$ cat config.mk
export PLATFORM = sky130hd
export DESIGN_NAME = escaped_frame_receiver_crc16
export DESIGN_NICKNAME = d
export VERILOG_FILES = /design/src/hw/rtl/efr_pkg.sv /design/src/hw/rtl/escaped_frame_receiver_crc16.sv /design/src/hw/rtl/efr_cfg.sv /design/src/hw/rtl/efr_core.sv
export SDC_FILE = /design/constraint.sdc
export NUM_CORES = 1
export LEC_CHECK = 0
export ABC_AREA = 1
export BUFFER_PORTS_ARGS = -buffer_cell sky130_fd_sc_hd__clkbuf_2
export CORE_MARGIN = 1
export CORE_UTILIZATION = 58
export DETAILED_ROUTE_END_ITERATION = 16
export PLACE_DENSITY = 0.88
export SETUP_SLACK_MARGIN = 0.5
export SKIP_CTS_REPAIR_TIMING = 1
export SLEW_MARGIN = 15
export SYNTH_ARGS = -nofsm -noshare
export SYNTH_HDL_FRONTEND = slang
export SYNTH_SLANG_ARGS = --single-unit
$ cat constraint.sdc
create_clock -name clk -period 3.4 [get_ports clk]
set_input_delay 0.34 -clock clk [delete_from_list [all_inputs] [get_ports clk]]
set_output_delay 0.34 -clock clk [all_outputs]
set_load 0.01 [all_outputs]
$ cat src/hw/rtl/efr_pkg.sv
// Shared types, codes and the CRC-16 byte update for the escaped frame receiver.
// No dependencies; imported by every module of the block.
package efr_pkg;

	localparam int EFR_MAX_FRAME = 1024;

	localparam logic [15:0] EFR_POLY_RESET = 16'h8005;
	localparam logic [15:0] EFR_SEED_RESET = 16'hFFFF;

	localparam logic [7:0] EFR_START_BYTE = 8'hFD;
	localparam logic [7:0] EFR_ESC_BYTE   = 8'hFC;
	localparam logic [7:0] EFR_ESC_MASK   = 8'h80;

	// Register indexes on the configuration port
	localparam logic EFR_REG_POLY = 1'b0;
	localparam logic EFR_REG_SEED = 1'b1;

	// frame_error codes
	localparam logic [2:0] EFR_ERR_NONE     = 3'd0;
	localparam logic [2:0] EFR_ERR_CRC_HI   = 3'd1;
	localparam logic [2:0] EFR_ERR_CRC_LO   = 3'd2;
	localparam logic [2:0] EFR_ERR_SHORT    = 3'd3;
	localparam logic [2:0] EFR_ERR_OVERFLOW = 3'd4;

	typedef struct packed {
		logic        payload_valid;
		logic [7:0]  payload_byte;
		logic [9:0]  payload_index;
		logic        frame_good;
		logic [2:0]  frame_error;
		logic [15:0] frame_len_out;
		logic [7:0]  dest_out;
		logic [7:0]  counter_out;
		logic [7:0]  command_out;
	} efr_result_t;

	// MSB-first CRC-16 over one byte, eight shift steps
	function automatic logic [15:0] efr_crc_byte(input logic [15:0] crc_in,
			input logic [7:0] data, input logic [15:0] poly);
		logic [15:0] c;
		c = crc_in ^ {data, 8'h00};
		for (int i = 0; i < 8; i++) begin
			if (c[15]) begin
				c = {c[14:0], 1'b0} ^ poly;
			end else begin
				c = {c[14:0], 1'b0};
			end
		end
		return c;
	endfunction

endpackage

$ cat src/hw/rtl/escaped_frame_receiver_crc16.sv
// Top level of the escaped frame receiver: input register, frame core, result register.
// Depends on efr_pkg, efr_cfg and efr_core.
//
//  channel | handshake            | payload
//  --------+----------------------+-------------------------------------------
//  in      | in_valid / in_ready  | rx_byte
//  out     | out_valid / out_ready| payload_*, frame_*, dest/counter/command_out
//  cfg     | APB psel/penable     | paddr, pwdata, prdata
//
// One item per cycle sustained while the output is not stalled; each accepted item passes
// through the input register, then through the frame logic into the result register.
// Reset clears the frame state to waiting, the CRC to 0xFFFF and loads register defaults.
// A stalled output holds its result; the input register takes an item while it is empty
// or while its item moves on to the result register in the same cycle.
module escaped_frame_receiver_crc16 import efr_pkg::*; #(
	parameter int MAX_FRAME = EFR_MAX_FRAME
) (
	input  logic        clk,
	input  logic        arst_n,
	input  logic        in_valid,
	output logic        in_ready,
	input  logic [7:0]  rx_byte,
	output logic        out_valid,
	input  logic        out_ready,
	output logic        payload_valid,
	output logic [7:0]  payload_byte,
	output logic [9:0]  payload_index,
	output logic        frame_good,
	output logic [2:0]  frame_error,
	output logic [15:0] frame_len_out,
	output logic [7:0]  dest_out,
	output logic [7:0]  counter_out,
	output logic [7:0]  command_out,
	input  logic        psel,
	input  logic        penable,
	input  logic        pwrite,
	input  logic [2:0]  paddr,
	input  logic [31:0] pwdata,
	output logic [31:0] prdata,
	output logic        pready
);

	logic        valid_s1;
	logic [7:0]  rx_byte_s1;
	logic        out_valid_q;
	efr_result_t res_q;
	efr_result_t res_d;
	logic        out_free;
	logic        advance;
	logic [15:0] crc_poly;
	logic [15:0] crc_init;

	efr_cfg u_cfg (
		.clk      (clk),
		.arst_n   (arst_n),
		.psel     (psel),
		.penable  (penable),
		.pwrite   (pwrite),
		.paddr    (paddr),
		.pwdata   (pwdata),
		.prdata   (prdata),
		.pready   (pready),
		.crc_poly (crc_poly),
		.crc_init (crc_init)
	);

	efr_core #(
		.MAX_FRAME (MAX_FRAME)
	) u_core (
		.clk        (clk),
		.arst_n     (arst_n),
		.step       (advance),
		.rx_byte_s1 (rx_byte_s1),
		.crc_poly   (crc_poly),
		.crc_init   (crc_init),
		.res        (res_d)
	);

	assign out_free = !out_valid_q || out_ready;
	assign advance  = valid_s1 && out_free;
	assign in_ready = !valid_s1 || out_free;

	always_ff @(posedge clk or negedge arst_n) begin
		if (!arst_n) begin
			valid_s1    <= 1'b0;
			out_valid_q <= 1'b0;
		end else begin
			if (in_valid && in_ready) begin
				valid_s1 <= 1'b1;
			end else if (advance) begin
				valid_s1 <= 1'b0;
			end
			if (advance) begin
				out_valid_q <= 1'b1;
			end else if (out_ready) begin
				out_valid_q <= 1'b0;
			end
		end
	end

	// payload registers, no reset
	always_ff @(posedge clk) begin
		if (in_valid && in_ready) begin
			rx_byte_s1 <= rx_byte;
		end
		if (advance) begin
			res_q <= res_d;
		end
	end

	assign out_valid     = out_valid_q;
	assign payload_valid = res_q.payload_valid;
	assign payload_byte  = res_q.payload_byte;
	assign payload_index = res_q.payload_index;
	assign frame_good    = res_q.frame_good;
	assign frame_error   = res_q.frame_error;
	assign frame_len_out = res_q.frame_len_out;
	assign dest_out      = res_q.dest_out;
	assign counter_out   = res_q.counter_out;
	assign command_out   = res_q.command_out;

`ifndef NO_ASSERTIONS
	a_good_no_error: assert property (@(posedge clk) disable iff (!arst_n)
		out_valid_q |-> !(res_q.frame_good && (res_q.frame_error != EFR_ERR_NONE)))
		else $error("frame reported good and in error together");

	a_error_code: assert property (@(posedge clk) disable iff (!arst_n)
		out_valid_q |-> (res_q.frame_error <= EFR_ERR_OVERFLOW))
		else $error("frame_error code out of range");

	a_payload_only_overflow: assert property (@(posedge clk) disable iff (!arst_n)
		(out_valid_q && res_q.payload_valid) |->
		(!res_q.frame_good && ((res_q.frame_error == EFR_ERR_NONE) ||
		(res_q.frame_error == EFR_ERR_OVERFLOW))))
		else $error("payload byte carries an unexpected verdict");

	a_stage_fill: assert property (@(posedge clk) disable iff (!arst_n)
		(in_valid && in_ready) |=> valid_s1)
		else $error("accepted item missing from input register");

	a_advance_result: assert property (@(posedge clk) disable iff (!arst_n)
		advance |=> out_valid_q)
		else $error("advanced item missing from result register");
`endif

endmodule

$ cat src/hw/rtl/efr_cfg.sv
// APB register file: CRC polynomial and CRC seed.
// Depends on efr_pkg for register indexes and reset values.
module efr_cfg import efr_pkg::*; (
	input  logic        clk,
	input  logic        arst_n,
	input  logic        psel,
	input  logic        penable,
	input  logic        pwrite,
	input  logic [2:0]  paddr,
	input  logic [31:0] pwdata,
	output logic [31:0] prdata,
	output logic        pready,
	output logic [15:0] crc_poly,
	output logic [15:0] crc_init
);

	logic [15:0] poly_q;
	logic [15:0] seed_q;
	logic        wr_en;

	assign pready = 1'b1;
	assign wr_en  = psel && penable && pwrite;

	always_ff @(posedge clk or negedge arst_n) begin
		if (!arst_n) begin
			poly_q <= EFR_POLY_RESET;
			seed_q <= EFR_SEED_RESET;
		end else if (wr_en) begin
			if (paddr[2] == EFR_REG_POLY) begin
				poly_q <= pwdata[15:0];
			end else begin
				seed_q <= pwdata[15:0];
			end
		end
	end

	assign prdata   = (paddr[2] == EFR_REG_POLY) ? {16'h0000, poly_q} : {16'h0000, seed_q};
	assign crc_poly = poly_q;
	assign crc_init = seed_q;

endmodule

$ cat src/hw/rtl/efr_core.sv
// Frame state machine: unescaping, length and payload tracking, running CRC, verdict.
// Depends on efr_pkg for codes, the result struct and the CRC byte update.
module efr_core import efr_pkg::*; #(
	parameter int MAX_FRAME = EFR_MAX_FRAME
) (
	input  logic        clk,
	input  logic        arst_n,
	input  logic        step,
	input  logic [7:0]  rx_byte_s1,
	input  logic [15:0] crc_poly,
	input  logic [15:0] crc_init,
	output efr_result_t res
);

	localparam int POS_W = $clog2(MAX_FRAME);
	localparam logic [POS_W-1:0] POS_LIMIT = POS_W'(MAX_FRAME - 1);

	localparam logic [2:0] PH_WAIT   = 3'd0;
	localparam logic [2:0] PH_LEN_HI = 3'd1;
	localparam logic [2:0] PH_LEN_LO = 3'd2;
	localparam logic [2:0] PH_DATA   = 3'd3;
	localparam logic [2:0] PH_CRC_HI = 3'd4;
	localparam logic [2:0] PH_CRC_LO = 3'd5;

	logic [2:0]       phase_q, phase_d;
	logic             esc_q, esc_d;
	logic [15:0]      len_q, len_d;
	logic [POS_W-1:0] pos_q, pos_d;
	logic [15:0]      crc_q, crc_d;
	logic [7:0]       dest_q, dest_d;
	logic [7:0]       cnt_q, cnt_d;
	logic [7:0]       cmd_q, cmd_d;

	logic [7:0]       data;
	logic [15:0]      crc_next;
	logic [POS_W-1:0] pos_inc;
	logic [16:0]      pos_inc_ext;
	logic [POS_W+9:0] pos_wide;

	assign data        = esc_q ? (rx_byte_s1 | EFR_ESC_MASK) : rx_byte_s1;
	assign crc_next    = efr_crc_byte(crc_q, data, crc_poly);
	assign pos_inc     = pos_q + 1'b1;
	assign pos_inc_ext = 17'(pos_inc);
	assign pos_wide    = {10'd0, pos_q};

	always_comb begin
		phase_d = phase_q;
		esc_d   = esc_q;
		len_d   = len_q;
		pos_d   = pos_q;
		crc_d   = crc_q;
		dest_d  = dest_q;
		cnt_d   = cnt_q;
		cmd_d   = cmd_q;
		res     = '0;

		if (rx_byte_s1 == EFR_START_BYTE) begin
			phase_d = PH_LEN_HI;
			crc_d   = crc_init;
			esc_d   = 1'b0;
		end else if (rx_byte_s1 == EFR_ESC_BYTE) begin
			esc_d = 1'b1;
		end else begin
			esc_d = 1'b0;
			unique case (phase_q)
				PH_LEN_HI: begin
					len_d   = {data, 8'h00};
					crc_d   = crc_next;
					phase_d = PH_LEN_LO;
				end
				PH_LEN_LO: begin
					len_d   = {len_q[15:8], data};
					crc_d   = crc_next;
					pos_d   = '0;
					phase_d = ({len_q[15:8], data} == 16'd0) ? PH_CRC_HI : PH_DATA;
				end
				PH_DATA: begin
					res.payload_valid = 1'b1;
					res.payload_byte  = data;
					res.payload_index = pos_wide[9:0];
					if (pos_q == POS_W'(0)) begin
						dest_d = data;
					end else if (pos_q == POS_W'(1)) begin
						cnt_d = data;
					end else if (pos_q == POS_W'(2)) begin
						cmd_d = data;
					end
					crc_d = crc_next;
					pos_d = pos_inc;
					if (pos_inc_ext == {1'b0, len_q}) begin
						phase_d = PH_CRC_HI;
					end else if (pos_inc >= POS_LIMIT) begin
						// payload ran past the buffer: report and drop the frame
						res.frame_error   = EFR_ERR_OVERFLOW;
						res.frame_len_out = len_q;
						phase_d           = PH_WAIT;
					end
				end
				PH_CRC_HI: begin
					if (crc_q[15:8] == data) begin
						phase_d = PH_CRC_LO;
					end else begin
						res.frame_error   = EFR_ERR_CRC_HI;
						res.frame_len_out = len_q;
						phase_d           = PH_WAIT;
					end
				end
				PH_CRC_LO: begin
					res.frame_len_out = len_q;
					if (len_q < 16'd3) begin
						res.frame_error = EFR_ERR_SHORT;
					end else if (crc_q[7:0] == data) begin
						res.frame_good  = 1'b1;
						res.dest_out    = dest_q;
						res.counter_out = cnt_q;
						res.command_out = cmd_q;
					end else begin
						res.frame_error = EFR_ERR_CRC_LO;
					end
					phase_d = PH_WAIT;
				end
				default: begin
					// waiting, or an unused code: ignore the byte
				end
			endcase
		end
	end

	always_ff @(posedge clk or negedge arst_n) begin
		if (!arst_n) begin
			phase_q <= PH_WAIT;
			esc_q   <= 1'b0;
			len_q   <= '0;
			pos_q   <= '0;
			crc_q   <= EFR_SEED_RESET;
			dest_q  <= '0;
			cnt_q   <= '0;
			cmd_q   <= '0;
		end else if (step) begin
			phase_q <= phase_d;
			esc_q   <= esc_d;
			len_q   <= len_d;
			pos_q   <= pos_d;
			crc_q   <= crc_d;
			dest_q  <= dest_d;
			cnt_q   <= cnt_d;
			cmd_q   <= cmd_d;
		end
	end

endmodule

==> results by group <==
Status
  • Run status: finished with violations
  • Violated checks: negative hold slack, negative setup slack

Place
  • GP Congestion: 0.955
  • Port Buffer Count: 112
  • Placed wire-length estimate: 19900 um
  • Worst-case setup slack after placement: -14.5 ps
  • Count of placed standard cells including taps: 1756
  • Post-Place Cell Area: 0.0113 sq mm

Worst setup path
  • Most frequent CP cell: sky130_fd_sc_hd__nand2_1
  • Crit. path cell count: 29
  • Setup Crit Path Kind: flip-flop to flip-flop
  • Count of buffer and inverter cells on the critical path: 6
  • Cell family with most CP delay: simple AND/OR/NAND/NOR gates
  • Critical path's slowest cell: sky130_fd_sc_hd__edfxtp_1
  • Launching point of the worst reg2reg path: rx_byte_s1[7]$_DFFE_PP_
  • Reg-to-reg critical path endpoint: u_core.crc_q[12]$_DFFE_PN1P_
  • Critical path required time: 3770 ps
  • Worst setup EP type: flip-flop
  • Length in cells of the worst reg-to-reg path: 29
  • CP peak stage delay: 490 ps
  • CP Data Arrival Time: 3830 ps
  • Setup crit start kind: flip-flop
  • R2r setup slk: -60 ps
  • Worst-path maximum fanout: 8

Global route
  • Global-route wire length before repair: 44200 um
  • Overflow left after global routing: 0
  • Largest net degree at the start of global routing: 65
  • Overall fraction of global-route tracks in use: 30.8%
  • Number of antenna violations at the first check in global routing: 0
  • Via count of the first global-routing pass: 9141

Die
  • Die ar.: 0.0187 sq mm
  • Number of placed I/O pins: 148
  • Number of core rows: 48
  • Die Y-Extent: 137 um
  • Overall die width: 137 um
  • Starting density of the core: 60.0%
  • Core ar.: 0.0175 sq mm

Clock network
  • Maximum root-to-sink buffer count: 2
  • Clock latency on the worst-skew pair: 450 ps
  • H-tree lvl count: 4
  • Number of CTS-inserted buffers: 17
  • CTS clock-pin slew for the worst setup and hold paths: 80 ps
  • TritonCTS sink count: 175
  • CTS tree: yes
  • CTS Root Cell: sky130_fd_sc_hd__clkbuf_16

STA
  • Final Hold Viols: 6
  • Tightest Pin Transition: 1150 ps
  • Max_slew headroom: 23.1%
  • Final Skew: 12.8 ps
  • Setup-violating endpoint count in the final report: 3
  • Min Hold Slack: -23.9 ps
  • Highest clock rate: 289 MHz
  • Minimum period implied by the final worst setup slack: 3460 ps
  • Setup repair after global routing missed its margin: true
  • Final worst slack: -63.3 ps
  • Sum Neg Setup Slack: -75.6 ps
  • Period utilisation layout: 102%
  • Count of pins over their slew limit: 0

Final layout
  • Share of layout cells above drive strength 1: 22.1%
  • ANT cells: 0
  • Final Non-Filler Cells: 1812
  • Signed area change from the synthesized netlist to the final layout: 20.4%
  • Register area: 0.00478 sq mm
  • Final core utilization: 72.2%
  • Post-layout instance area: 0.0127 sq mm
  • Total area of multi-input combinational cells: 0.00500 sq mm
  • Number of filler cells placed in the layout: 1265
  • Count of nets after finishing: 1629

Pwr
  • Total power draw: 13.9 mW
  • Worst vdd ir: 0.000662 V
  • Power Dens Cells: 1100 mW/mm^2
  • Cell leakage power: 6.26 nW

Synthesis
  • Synthesis-stage register bit count: 175
  • Area of the mapped netlist: 0.0105 sq mm
  • Part of the Yosys area used for sequential elements: 45.4%
  • Share of synthesized flip-flops with an asynchronous set or reset: 59.4%
  • Leading register cell type out of synthesis: sky130_fd_sc_hd__edfxtp_1
  • Number of warning messages in the yosys log: 0
  • Synthesized instance count: 1444
  • Number of library cell types mapped by synthesis: 41
  • Post-Syn Area per Cell: 7.29 sq um
  • Number of enable flip-flop cells after synthesis: 71

Drt
  • Initial DRT Pass Iterations: 6
  • Number of vias in the routed layout: 10470
  • Antenna-violating nets left: 0
  • Initial drt markers: 1236
  • Final wirelength: 30400 um
  • Total DRC errors in the routed layout: 0
  • Via-to-Cell Ratio: 5.78
  • Routed length per placed instance: 16.8 um

Flow run
  • Max capacitance violation total: 0

Worst hold path
  • Hold crit path type: primary input to asynchronous set/reset pin
[cell usage in the layout (no fill, tap or decap), drive strengths merged, types with 2 or more instances in the layout]
master	instances
a21oi	14
clkbuf	131
o21ai	101
buf	63
conb	17
edfxtp	71
xor2	24
nand2b	2
nor2	121
xnor2	18
clkinv	7
o22ai	16
nor4	8
bufinv	2
nand3	149
dfstp	35
o211ai	2
nand4	15
ha	5
clkinvlp	5
a221oi	2
or2	3
nor3	26
nand2	468
dfrtp	69
inv	207
[power breakdown]
group | switching [mW] | internal, mW | leakage, nW
registers | 0.497 | 2.85 | 1.98
clock network | 0.953 | 1.12 | 0.299
logic | 5.35 | 3.15 | 3.99
[worst max path at each step]
stage | endpoint | startpoint
finish | u_core.crc_q[12]$_DFFE_PN1P_ | rx_byte_s1[7]$_DFFE_PP_
global route | u_core.crc_q[12]$_DFFE_PN1P_ | rx_byte_s1[6]$_DFFE_PP_
floorplan | u_core.crc_q[6]$_DFFE_PN1P_ | rx_byte_s1[6]$_DFFE_PP_
CTS | u_core.crc_q[15]$_DFFE_PN1P_ | u_core.crc_q[15]$_DFFE_PN1P_
global placement | u_core.crc_q[7]$_DFFE_PN1P_ | u_core.crc_q[15]$_DFFE_PN1P_
detailed placement | u_core.crc_q[7]$_DFFE_PN1P_ | u_core.crc_q[15]$_DFFE_PN1P_
[flip-flops by register name (all words and copies together), names as in the netlist]
signal and flops:
frame_len_out 16, u_cfg.crc_init 16, u_cfg.crc_poly 16, u_core.crc_q 16
u_core.len_q 16, payload_index 10, u_core.pos_q 10, command_out 8
counter_out 8, dest_out 8, payload_byte 8, rx_byte_s1 8
u_core.cmd_q 8, u_core.cnt_q 8, u_core.dest_q 8, frame_error 3
u_core.phase_q 3, frame_good 1, out_valid 1, payload_valid 1
u_core.esc_q 1, valid_s1 1
[worst register-to-register path: cells and delay by family, from the launching register on]
kind / cells / cell delay (ps)
AOI/OAI and AO/OA: 1 / 140
and+or+nand+nor: 22 / 2070
DFF: 1 / 490
buffers and inverters: 6 / 700
[per-layer routing]
metal / track usage (%) / routed length, um
met1: 40.3 / 11400
met2: 49.7 / 14400
met5: 0 / 0
met4: 12.3 / 1200
met3: 6.70 / 3430
[cell type report]
cell class / instances / share of cell area [%]
clock inverters: 15 / 1.56
clock buffers: 17 / 3.36
flip-flops and latches: 175 / 37.7
well taps: 225 / 2.22
inverters: 205 / 6.13
repair inverters: 1 / 0.0593
repair buffers: 177 / 9.42
multi-input cells: 997 / 39.5
[cell usage after synthesis, drive strengths merged (2+ instances only)]
cell type | instances | share of area [%]
buf | 45 | 2.8
o211ai | 2 | 0.14
or2 | 3 | 0.18
nand2 | 468 | 17
nor3 | 26 | 1.2
inv | 202 | 7.2
a21oi | 14 | 0.70
dfrtp | 69 | 16
clkbuf | 37 | 1.3
xor2 | 24 | 2.0
ha | 5 | 0.59
clkinv | 3 | 0.11
nand3 | 149 | 7.3
nand4 | 15 | 0.89
a221oi | 2 | 0.17
conb | 2 | 0.071
edfxtp | 71 | 20
o21ai | 101 | 4.8
nor4 | 8 | 0.48
xnor2 | 18 | 1.5
nor2 | 121 | 4.4
o22ai | 16 | 0.95
dfstp | 35 | 8.7
nand2b | 2 | 0.12
[kinds of logic after synthesis]
logic type	count (synthesis)	share of synthesized area (%)
simple gates	794	31.9
buf+inv	287	11.4
flops	175	45.4
compound gates	139	7.06
xor+xnor	42	3.50
fa+ha+maj	5	0.594
other cells	2	0.0714
Note: power is estimated with default switching activity, not from simulation.
